File: src/sv/gmca_pkg.sv
// ----------------------------------------------------------------------------
// gmca_pkg
// Shared types and constants for the greedy minimum-cost assignment block.
// ----------------------------------------------------------------------------
package gmca_pkg;

    // Default sizes of the cost matrix and of one stored cost
    localparam int DEF_MAX_ROWS   = 16;
    localparam int DEF_MAX_COLS   = 16;
    localparam int DEF_COST_WIDTH = 32;

    // Fixed field widths on the ports
    localparam int IDX_W      = 4;
    localparam int IN_COST_W  = 32;
    localparam int CNT_REG_W  = 5;
    localparam int CFG_IDX_W  = 1;
    localparam int IN_DATA_W  = 40;
    localparam int OUT_DATA_W = 16;

    // Configuration register indexes
    localparam logic [CFG_IDX_W-1:0] REG_ROW_COUNT    = 1'd0;
    localparam logic [CFG_IDX_W-1:0] REG_COLUMN_COUNT = 1'd1;

    // Reset value of both count registers
    localparam logic [CNT_REG_W-1:0] CNT_RESET = 5'd16;

    typedef enum logic [2:0] {
        ST_LOAD = 3'b001,
        ST_SCAN = 3'b010,
        ST_EMIT = 3'b100
    } t_state;

    // Status from the pass engine to the top level
    typedef struct packed {
        logic busy;
        logic done;
    } t_scan_stat;

endpackage

File: src/sv/gmca_scan.sv
// ----------------------------------------------------------------------------
// gmca_scan
// Greedy pass engine: sweeps the cost store once per pass, keeps the cheapest
// free entry, then marks its row and column. Holds the row choices.
// ----------------------------------------------------------------------------
module gmca_scan #(
    parameter int MAX_ROWS   = 16,
    parameter int MAX_COLS   = 16,
    parameter int COST_WIDTH = 32,
    localparam int RIW = (MAX_ROWS > 1) ? $clog2(MAX_ROWS) : 1,
    localparam int CIW = (MAX_COLS > 1) ? $clog2(MAX_COLS) : 1,
    localparam int CRW = $clog2(MAX_ROWS + 1),
    localparam int CCW = $clog2(MAX_COLS + 1),
    localparam int AW  = (MAX_ROWS * MAX_COLS > 1) ? $clog2(MAX_ROWS * MAX_COLS) : 1
) (
    input  logic                    i_clk,
    input  logic                    i_rst_n,
    input  logic                    i_start,
    input  logic [CRW-1:0]          i_rows,
    input  logic [CCW-1:0]          i_cols,
    output logic                    o_rd_en,
    output logic [AW-1:0]           o_rd_addr,
    input  logic signed [COST_WIDTH-1:0] i_rd_data,
    input  logic [RIW-1:0]          i_emit_row,
    output logic                    o_emit_has,
    output logic [CIW-1:0]          o_emit_col,
    output gmca_pkg::t_scan_stat    o_stat
);

    import gmca_pkg::*;

    logic                         r_busy;
    logic                         r_done;
    logic [MAX_ROWS-1:0]          r_row_taken;
    logic [MAX_COLS-1:0]          r_col_taken;
    logic [CIW-1:0]               r_choice [MAX_ROWS];
    logic [RIW-1:0]               r_ir;
    logic [CIW-1:0]               r_ic;
    logic                         r_issue_done;
    logic                         r_rd_vld;
    logic [RIW-1:0]               r_tag_r;
    logic [CIW-1:0]               r_tag_c;
    logic                         r_found;
    logic signed [COST_WIDTH-1:0] r_best;
    logic [RIW-1:0]               r_br;
    logic [CIW-1:0]               r_bc;
    logic [CRW-1:0]               r_pass;

    logic issue;
    logic col_wrap;
    logic issue_last;
    logic better;
    logic pass_end;
    logic last_pass;

    always_comb begin
        issue      = r_busy && !r_issue_done;
        col_wrap   = (32'(r_ic) + 32'd1) == 32'(i_cols);
        issue_last = col_wrap && ((32'(r_ir) + 32'd1) == 32'(i_rows));
        better     = r_rd_vld && !r_row_taken[r_tag_r] && !r_col_taken[r_tag_c]
                     && (!r_found || (i_rd_data < r_best));
        pass_end   = r_busy && r_issue_done && !r_rd_vld;
        last_pass  = ((32'(r_pass) + 32'd1) == 32'(i_rows))
                     || ((32'(r_pass) + 32'd1) == 32'(i_cols));
    end

    assign o_rd_en   = issue;
    assign o_rd_addr = AW'(32'(r_ir) * MAX_COLS + 32'(r_ic));

    always_ff @(posedge i_clk) begin
        if (!i_rst_n) begin
            r_busy      <= 1'b0;
            r_done      <= 1'b0;
            r_rd_vld    <= 1'b0;
            r_row_taken <= '0;
            r_col_taken <= '0;
        end else begin
            r_done <= 1'b0;
            if (i_start) begin
                r_busy       <= 1'b1;
                r_row_taken  <= '0;
                r_col_taken  <= '0;
                r_found      <= 1'b0;
                r_ir         <= '0;
                r_ic         <= '0;
                r_issue_done <= 1'b0;
                r_rd_vld     <= 1'b0;
                r_pass       <= '0;
            end else if (r_busy) begin
                r_rd_vld <= issue;
                r_tag_r  <= r_ir;
                r_tag_c  <= r_ic;
                if (issue) begin
                    if (col_wrap) begin
                        r_ic <= '0;
                        r_ir <= r_ir + 1'b1;
                    end else begin
                        r_ic <= r_ic + 1'b1;
                    end
                    if (issue_last) begin
                        r_issue_done <= 1'b1;
                    end
                end
                if (better) begin
                    r_found <= 1'b1;
                    r_best  <= i_rd_data;
                    r_br    <= r_tag_r;
                    r_bc    <= r_tag_c;
                end
                // Pass complete: commit the winner and restart the sweep
                if (pass_end) begin
                    if (r_found) begin
                        r_row_taken[r_br] <= 1'b1;
                        r_col_taken[r_bc] <= 1'b1;
                        r_choice[r_br]    <= r_bc;
                    end
                    r_found      <= 1'b0;
                    r_ir         <= '0;
                    r_ic         <= '0;
                    r_issue_done <= 1'b0;
                    r_pass       <= r_pass + 1'b1;
                    if (!r_found || last_pass) begin
                        r_busy <= 1'b0;
                        r_done <= 1'b1;
                    end
                end
            end
        end
    end

    assign o_emit_has  = r_row_taken[i_emit_row];
    assign o_emit_col  = r_choice[i_emit_row];
    assign o_stat.busy = r_busy;
    assign o_stat.done = r_done;

    // Every committed pass marks exactly one row and one column
    a_marks_pair: assert property (@(posedge i_clk) disable iff (!i_rst_n)
        $countones(r_row_taken) == $countones(r_col_taken))
        else $error("row and column mark counts differ");

    a_read_in_run: assert property (@(posedge i_clk) disable iff (!i_rst_n)
        r_rd_vld |-> r_busy)
        else $error("cost read data pending outside a run");

    a_done_ends_run: assert property (@(posedge i_clk) disable iff (!i_rst_n)
        r_done |-> !r_busy)
        else $error("done raised while engine still busy");

endmodule

File: config.mk
export PLATFORM = sky130hd
export DESIGN_NAME = gmca_scan
export DESIGN_NICKNAME = d
export VERILOG_FILES = /design/src/sv/gmca_pkg.sv /design/src/sv/gmca_scan.sv
export SDC_FILE = /design/constraint.sdc
export NUM_CORES = 1
export LEC_CHECK = 0
export BUFFER_PORTS_ARGS = -buffer_cell sky130_fd_sc_hd__clkbuf_2
export CORE_UTILIZATION = 45
export DETAILED_ROUTE_END_ITERATION = 6
export PLACE_DENSITY = 0.75
export SLEW_MARGIN = 25
export SYNTH_ARGS = -nofsm -noshare
export SYNTH_HDL_FRONTEND = slang
export SYNTH_SLANG_ARGS = --single-unit
File: constraint.sdc
create_clock -name i_clk -period 8.8 [get_ports i_clk]
set_clock_uncertainty 0.2 [all_clocks]
set_input_delay 1.32 -clock i_clk [delete_from_list [all_inputs] [get_ports i_clk]]
set_output_delay 1.32 -clock i_clk [all_outputs]
set_load 0.01 [all_outputs]
==> results of run 1 <==
## metal layers
metal | GRT usage [%] | vias to the layer above | routed length [um]
met3 | 4.82 | 13 | 783
met4 | 6.16 | 0 | 167
li1 | - | 2039 | -
met5 | 0 | - | 0
met2 | 31.0 | 139 | 6910
met1 | 25.0 | 2164 | 6390
## cell usage after synthesis (all sizes together), types with 4 or more instances
cell type | count | share of area [%]
a21o | 17 | 1.8
a21oi | 14 | 0.97
a32o | 4 | 0.55
and2 | 7 | 0.61
buf | 5 | 0.40
clkbuf | 8 | 0.42
dfxtp | 35 | 9.7
edfxtp | 127 | 53
ha | 34 | 5.9
inv | 37 | 1.9
mux4 | 34 | 11
nand2 | 37 | 2.0
nand2b | 11 | 0.95
nand3 | 13 | 0.90
nor2 | 36 | 1.9
nor2b | 4 | 0.35
o21ai | 18 | 1.2
xnor2 | 11 | 1.3
xor2 | 12 | 1.5
## per-stage QoR
step,area (sq um),power [mW]
finish,8340,1.63
global route,8340,1.68
detailed placement,7770,0.937
CTS,8340,1.64
floorplan,7210,0.904
global placement,7760,0.932
## cell type report
class / count / area [sq um]
Clock buffer: 20 / 468
Multi-Input combinational cell: 290 / 2520
Tap cell: 211 / 264
Sequential cell: 162 / 4510
Inverter: 37 / 139
Clock inverter: 12 / 109
Timing Repair Buffer: 65 / 328
Fill cell: 1282 / 7080
## logic make-up after synthesis
logic type | after synthesis
flip-flops | 162
AND/OR/NAND/NOR | 119
AO/OA/AOI/OAI | 79
buffers and inverters | 50
multiplexers | 35
adder cells (fa/ha/maj) | 34
XOR/XNOR | 23
## worst min path at each step
stage	slack, ns	endpoint
after global routing	0.28	r_col_taken[9]
after CTS	0.25	r_col_taken[9]
after detailed placement	0.24	r_col_taken[9]
after global placement	0.23	r_col_taken[1]
after floorplan	0.22	r_col_taken[15]
final	0.25	r_col_taken[9]
## flip-flops by register name, summed over array words and instances, names as in the netlist
name	cells
r_pass	5
r_bc	4
r_ic	4
r_busy	1
r_tag_c	4
r_done	1
r_issue_done	1
r_best	32
r_rd_vld	1
r_tag_r	4
r_br	4
r_row_taken	16
r_col_taken	16
r_found	1
r_ir	4
r_choice	64
## worst max-delay path, cell delays in order
cell and delay (ns):
clkbuf_2 0.56, mux4_2 0.60, mux4_2 0.49, clkbuf_2 0.15
## power by group
| group | switching (mW) | internal [mW] | leakage [nW] |
|---|---|---|---|
| sequential | 0.00751 | 0.825 | 1.43 |
| combinational | 0.0454 | 0.0417 | 1.54 |
| clock | 0.316 | 0.396 | 0.287 |
| total | 0.369 | 1.26 | 3.26 |
==> out/metrics.yaml, run 1 <==
outcome:
  status: "completed"
clock_tree:
  cts_resized: 0
  postCtsSetupRepairBufs: 0
  numCtsBuffers: 17
  clk_path_buf_depth: 2
  tritoncts: "done"
  cts_hold_buf: 0
  clock_sinks: 162
  htreeDepth: 4
  clk_latency_ns: 0.43
  cts-root-buf: "clkbuf_16"
  clk_pin_slew_ns: 0.06
power:
  powerDensity_nw_per_um2: 196
  p_leak_nw: 3.26
  peakVddDrop_uv: 182
die:
  pin_count: 65
  rows: 45
  die_area_sq_um: 16500
  start_util_pct: 46.8
  die_w_um: 129
  die_y_um: 129
  core_area_sq_um: 15400
placed_design:
  portBuffers: 64
  dp_slack_ns: 4.12
  globalplace.congestion: 0.866
  dp_hpwl_um: 10000
  placed_cells: 765
finish:
  fin_util_pct: 54.1
  final_cells: 797
  fin_nets: 656
  mostFrequentLayoutCell: "edfxtp_1"
  layout-drive-gt1-share_pct: 22.4
  synthToLayoutAreaGrowth_pct: 15.6
  diodes: 0
  layout_common_cells: "127 x edfxtp_1, 64 x clkbuf_2, 37 x inv_1, 36 x nor2_1, 36 x nand2_1"
drt:
  drcViolationCount: 0
  drt_iter0_markers: 245
  post_drt_wl_per_cell_um: 17.9
  ant_nets: 0
  drt_wl_total_um: 14200
  drt_first_pass_iters: 5
  viasPerCell: 5.46
  vias: 4355
yosys:
  ys.warnings.count: 0
  synth-edff-count: 127
  synth_top_flop_cell: "edfxtp_1"
  async_flop_share_pct: 0
  synthesis.nets: 585
  avgSynthCellArea_sq_um: 14.4
  syn_inst: 502
  synth.distinct_cells: 46
  synth-seq-area-share_pct: 62.6
  netlist_area_sq_um: 7210
  synthMuxAreaShare_pct: 11.0
  synth_top_family_by_area: "multiplexers"
  synthXorXnorAreaFrac_pct: 2.79
  synth_fa_ha_area_share_pct: 5.90
  yosys.area_share.simple_pct: 7.68
  ys_ff_latch: 162
  synth_compound_area_share_pct: 7.35
timing:
  final.setup.tns_ns: 0
  worst_pin_slew_ns: 0.904
  finalMaxSlewViolations: 0
  timing.hold.ws_ns: 0.249
  fin_crit_sh_pct: 52.7
  rsz0062_at_grt: "false"
  relSlewSlack_pct: 39.7
  max_freq_mhz: 216
  period_needed_ns: 4.64
  finalWorstSetupSlack_ns: 4.16
  setup_viol: 0
  finalHoldViolCount: 0
global_route:
  antenna_found_initial: 0
  grt_usage_pct: 19.0
  overflow: 0
  grt_max_degree: 41
  grt_pass1_vias: 4399
  grt_pass1_wl_um: 23200
critical_path:
  startpoint_type: "primary input"
  critPathKind: "in -> out"
  rr_startpoint: "r_tag_r[0]"
  critPathArrivalTime_ns: 3.12
  end_kind: "output pin"
  crit_required_ns: 7.28
  crit_fanout: 20
  rrSetupSlack_ns: 5.58
  ff2ff_path_depth: 6
  crit_end: "o_emit_has"
  crit_start: "i_emit_row[0]"
  reg2reg_to: "r_best[17]"
flow_run:
  cap_violations: 0
hold_path:
  min_path_cells: 2
  worstHoldStart: "r_col_taken[9]"
  hold_class: "reg -> reg"
Note: power is estimated with default switching activity, not from simulation.
==> inputs of run 2 (changes only) <==
--- a/config.mk
+++ b/config.mk
@@ -8,7 +8,7 @@
 export BUFFER_PORTS_ARGS = -buffer_cell sky130_fd_sc_hd__clkbuf_2
 export CORE_UTILIZATION = 45
 export DETAILED_ROUTE_END_ITERATION = 6
-export PLACE_DENSITY = 0.75
+export PLACE_DENSITY = 0.78
 export SLEW_MARGIN = 25
 export SYNTH_ARGS = -nofsm -noshare
 export SYNTH_HDL_FRONTEND = slang
==> constraint.sdc (replaced) <==
create_clock -name i_clk -period 3.9 [get_ports i_clk]
set_clock_uncertainty 0.2 [all_clocks]
set_input_delay 0.585 -clock i_clk [delete_from_list [all_inputs] [get_ports i_clk]]
set_output_delay 0.585 -clock i_clk [all_outputs]
set_load 0.01 [all_outputs]
==> out/metrics.yaml, run 2 (synthesis results as in run 1) <==
outcome:
  status: "completed"
timing:
  finalWorstSetupSlack_ns: 0.732  # -3.43 ns
  period_needed_ns: 3.17
  fin_crit_sh_pct: 81.2
  finalMaxSlewViolations: 0  # unchanged
  worst_pin_slew_ns: 0.835  # -0.0691 ns
  setup_viol: 0  # unchanged
  relSlewSlack_pct: 44.3  # +4.6 points
  rsz0062_at_grt: "false"
  timing.hold.ws_ns: 0.148  # -0.101 ns
  final.setup.tns_ns: 0  # unchanged
  max_freq_mhz: 316
  finalHoldViolCount: 0  # unchanged
die:
  die_y_um: 129  # unchanged
  die_area_sq_um: 16500  # unchanged
  die_w_um: 129  # unchanged
  core_area_sq_um: 15400  # unchanged
  start_util_pct: 46.8  # unchanged
  rows: 45  # unchanged
  pin_count: 65  # unchanged
critical_path:
  critPathArrivalTime_ns: 3.09  # -0.03 ns
  crit_fanout: 32  # +60%
  startpoint_type: "flop"
  critPathKind: "reg -> reg"
  end_kind: "flop"
  crit_required_ns: 3.82  # -3.46 ns
drt:
  drt_first_pass_iters: 5  # unchanged
  drcViolationCount: 0  # unchanged
  drt_wl_total_um: 13900  # -2.7%
  ant_nets: 0  # unchanged
  post_drt_wl_per_cell_um: 17.3  # -3.1%
  vias: 4336  # -0.44%
  viasPerCell: 5.42  # -0.81%
  drt_iter0_markers: 237  # -3.3%
clock_tree:
  cts-root-buf: "clkbuf_16"
  postCtsSetupRepairBufs: 0  # unchanged
  cts_resized: 0  # unchanged
  tritoncts: "done"
  numCtsBuffers: 17  # unchanged
  htreeDepth: 4  # unchanged
  cts_hold_buf: 0  # unchanged
  clock_sinks: 162  # unchanged
  clk_path_buf_depth: 2  # unchanged
  clk_latency_ns: 0.43  # about the same
  clk_pin_slew_ns: 0.07  # about the same
power:
  peakVddDrop_uv: 323  # +77%
  power_frac_comb_pct: 5.5  # +0.2 points
  switching_share_pct: 23.9  # +1.3 points
  total_power_mw: 3.70  # +130%
  power_frac_seq_pct: 50.8  # -0.2 points
  powerDensity_nw_per_um2: 441  # +130%
  clockPowerShare_pct: 43.8  # +0.2 points
  p_switching_uw: 884  # +140%
  p_leak_nw: 3.28  # +0.52%
  p_int_mw: 2.82  # +120%
placed_design:
  globalplace.congestion: 0.808  # -6.7%
  dp_hpwl_um: 9850  # -1.6%
  portBuffers: 64  # unchanged
  dp_slack_ns: 0.531  # -3.59 ns
  placedInstanceArea_sq_um: 7800  # +0.39%
global_route:
  overflow: 0  # unchanged
  grt_usage_pct: 18.2  # -0.77 points
  grt_max_degree: 34  # -17%
  antenna_found_initial: 0  # unchanged
  grt_pass1_wl_um: 22500  # -3.0%
  grt_pass1_vias: 4587  # +4.3%
finish:
  synthToLayoutAreaGrowth_pct: 16.2
  top_register: "r_choice"
  largest_register_ffs: 64  # unchanged
  mostFrequentLayoutCell: "edfxtp_1"
  postLayoutCellArea_sq_um: 8380  # +0.49%
  diodes: 0  # unchanged
  layout-drive-gt1-share_pct: 22.9  # +0.57 points
  filler_cell_count: 1285  # +0.23%
  fin_nets: 659  # +0.46%
  top_regs: "r_choice x64, r_best x32"
  layout_common_cells: "127 x edfxtp_1, 64 x clkbuf_2, 37 x inv_1, 36 x nor2_1, 36 x nand2_1"
hold_path:
  hold_class: "in -> reg"
flow_run:
  cap_violations: 0  # unchanged
==> run 2: cell types whose count changed in the layout (fill, tap and decap cells not counted), sizes merged <==
cell,previous run,this run
buf,1,4
clkinv,4,7
clkbuf,84,81
==> run 2: layout make-up <==
type / count / area, sq um / area share [%]
tap: 211 / 264 / 3.15
inverter: 37 / 139 / 1.66
multi-input combinational: 290 / 2520 / 30.0
clock inverter: 15 / 163 / 1.94
sequential: 162 / 4510 / 53.8
timing repair buffer: 68 / 363 / 4.33
clock buffer: 17 / 425 / 5.07
==> run 2: layer usage <==
metal | share of wire (%) | vias up | wire length (um) | track usage (%)
li1 | - | 2036 | - | -
met1 | 44 | 2140 | 6140 | 22.8
met2 | 49 | 139 | 6810 | 30.7
met3 | 4.9 | 21 | 675 | 4.12
met4 | 1.7 | 0 | 242 | 7.61
met5 | 0 | - | 0 | 0
==> run 2: worst max-delay path, cell delays in order (launching register included) <==
cell      delay, ns
edfxtp_1       0.54
mux4_1         0.63
mux4_2         0.53
nor3b_2        0.24
nand2_1        0.12
a21oi_4        0.32
buf_12         0.26
==> run 2: power groups by stage <==
stage	sequential (mW)	combinational, mW	clock (mW)
after detailed placement	1.92	0.203	0
after floorplan	1.91	0.127	0
after global placement	1.91	0.194	0
after CTS	1.88	0.204	1.65
final	1.88	0.202	1.62
after global routing	1.88	0.224	1.71
==> run 2: worst paths after layout <==
check	slack, ns	depth (start not counted)	from	endpoint
max	0.73	6	r_tag_r[0]	r_best[26]
min	0.15	1	i_rd_data[0]	r_best[0]
max reg2reg	0.73	6	r_tag_r[0]	r_best[26]
min reg2reg	0.25	2	r_col_taken[13]	r_col_taken[13]
==> run 2: through the flow <==
| step | util, % | std cells |
|---|---|---|
| floorplan | - | 502 |
| global placement | 50.5 | 768 |
| detailed placement | 50.5 | 768 |
| CTS | 54.3 | 800 |
| global route | 54.3 | 800 |
| finish | 54.3 | 800 |
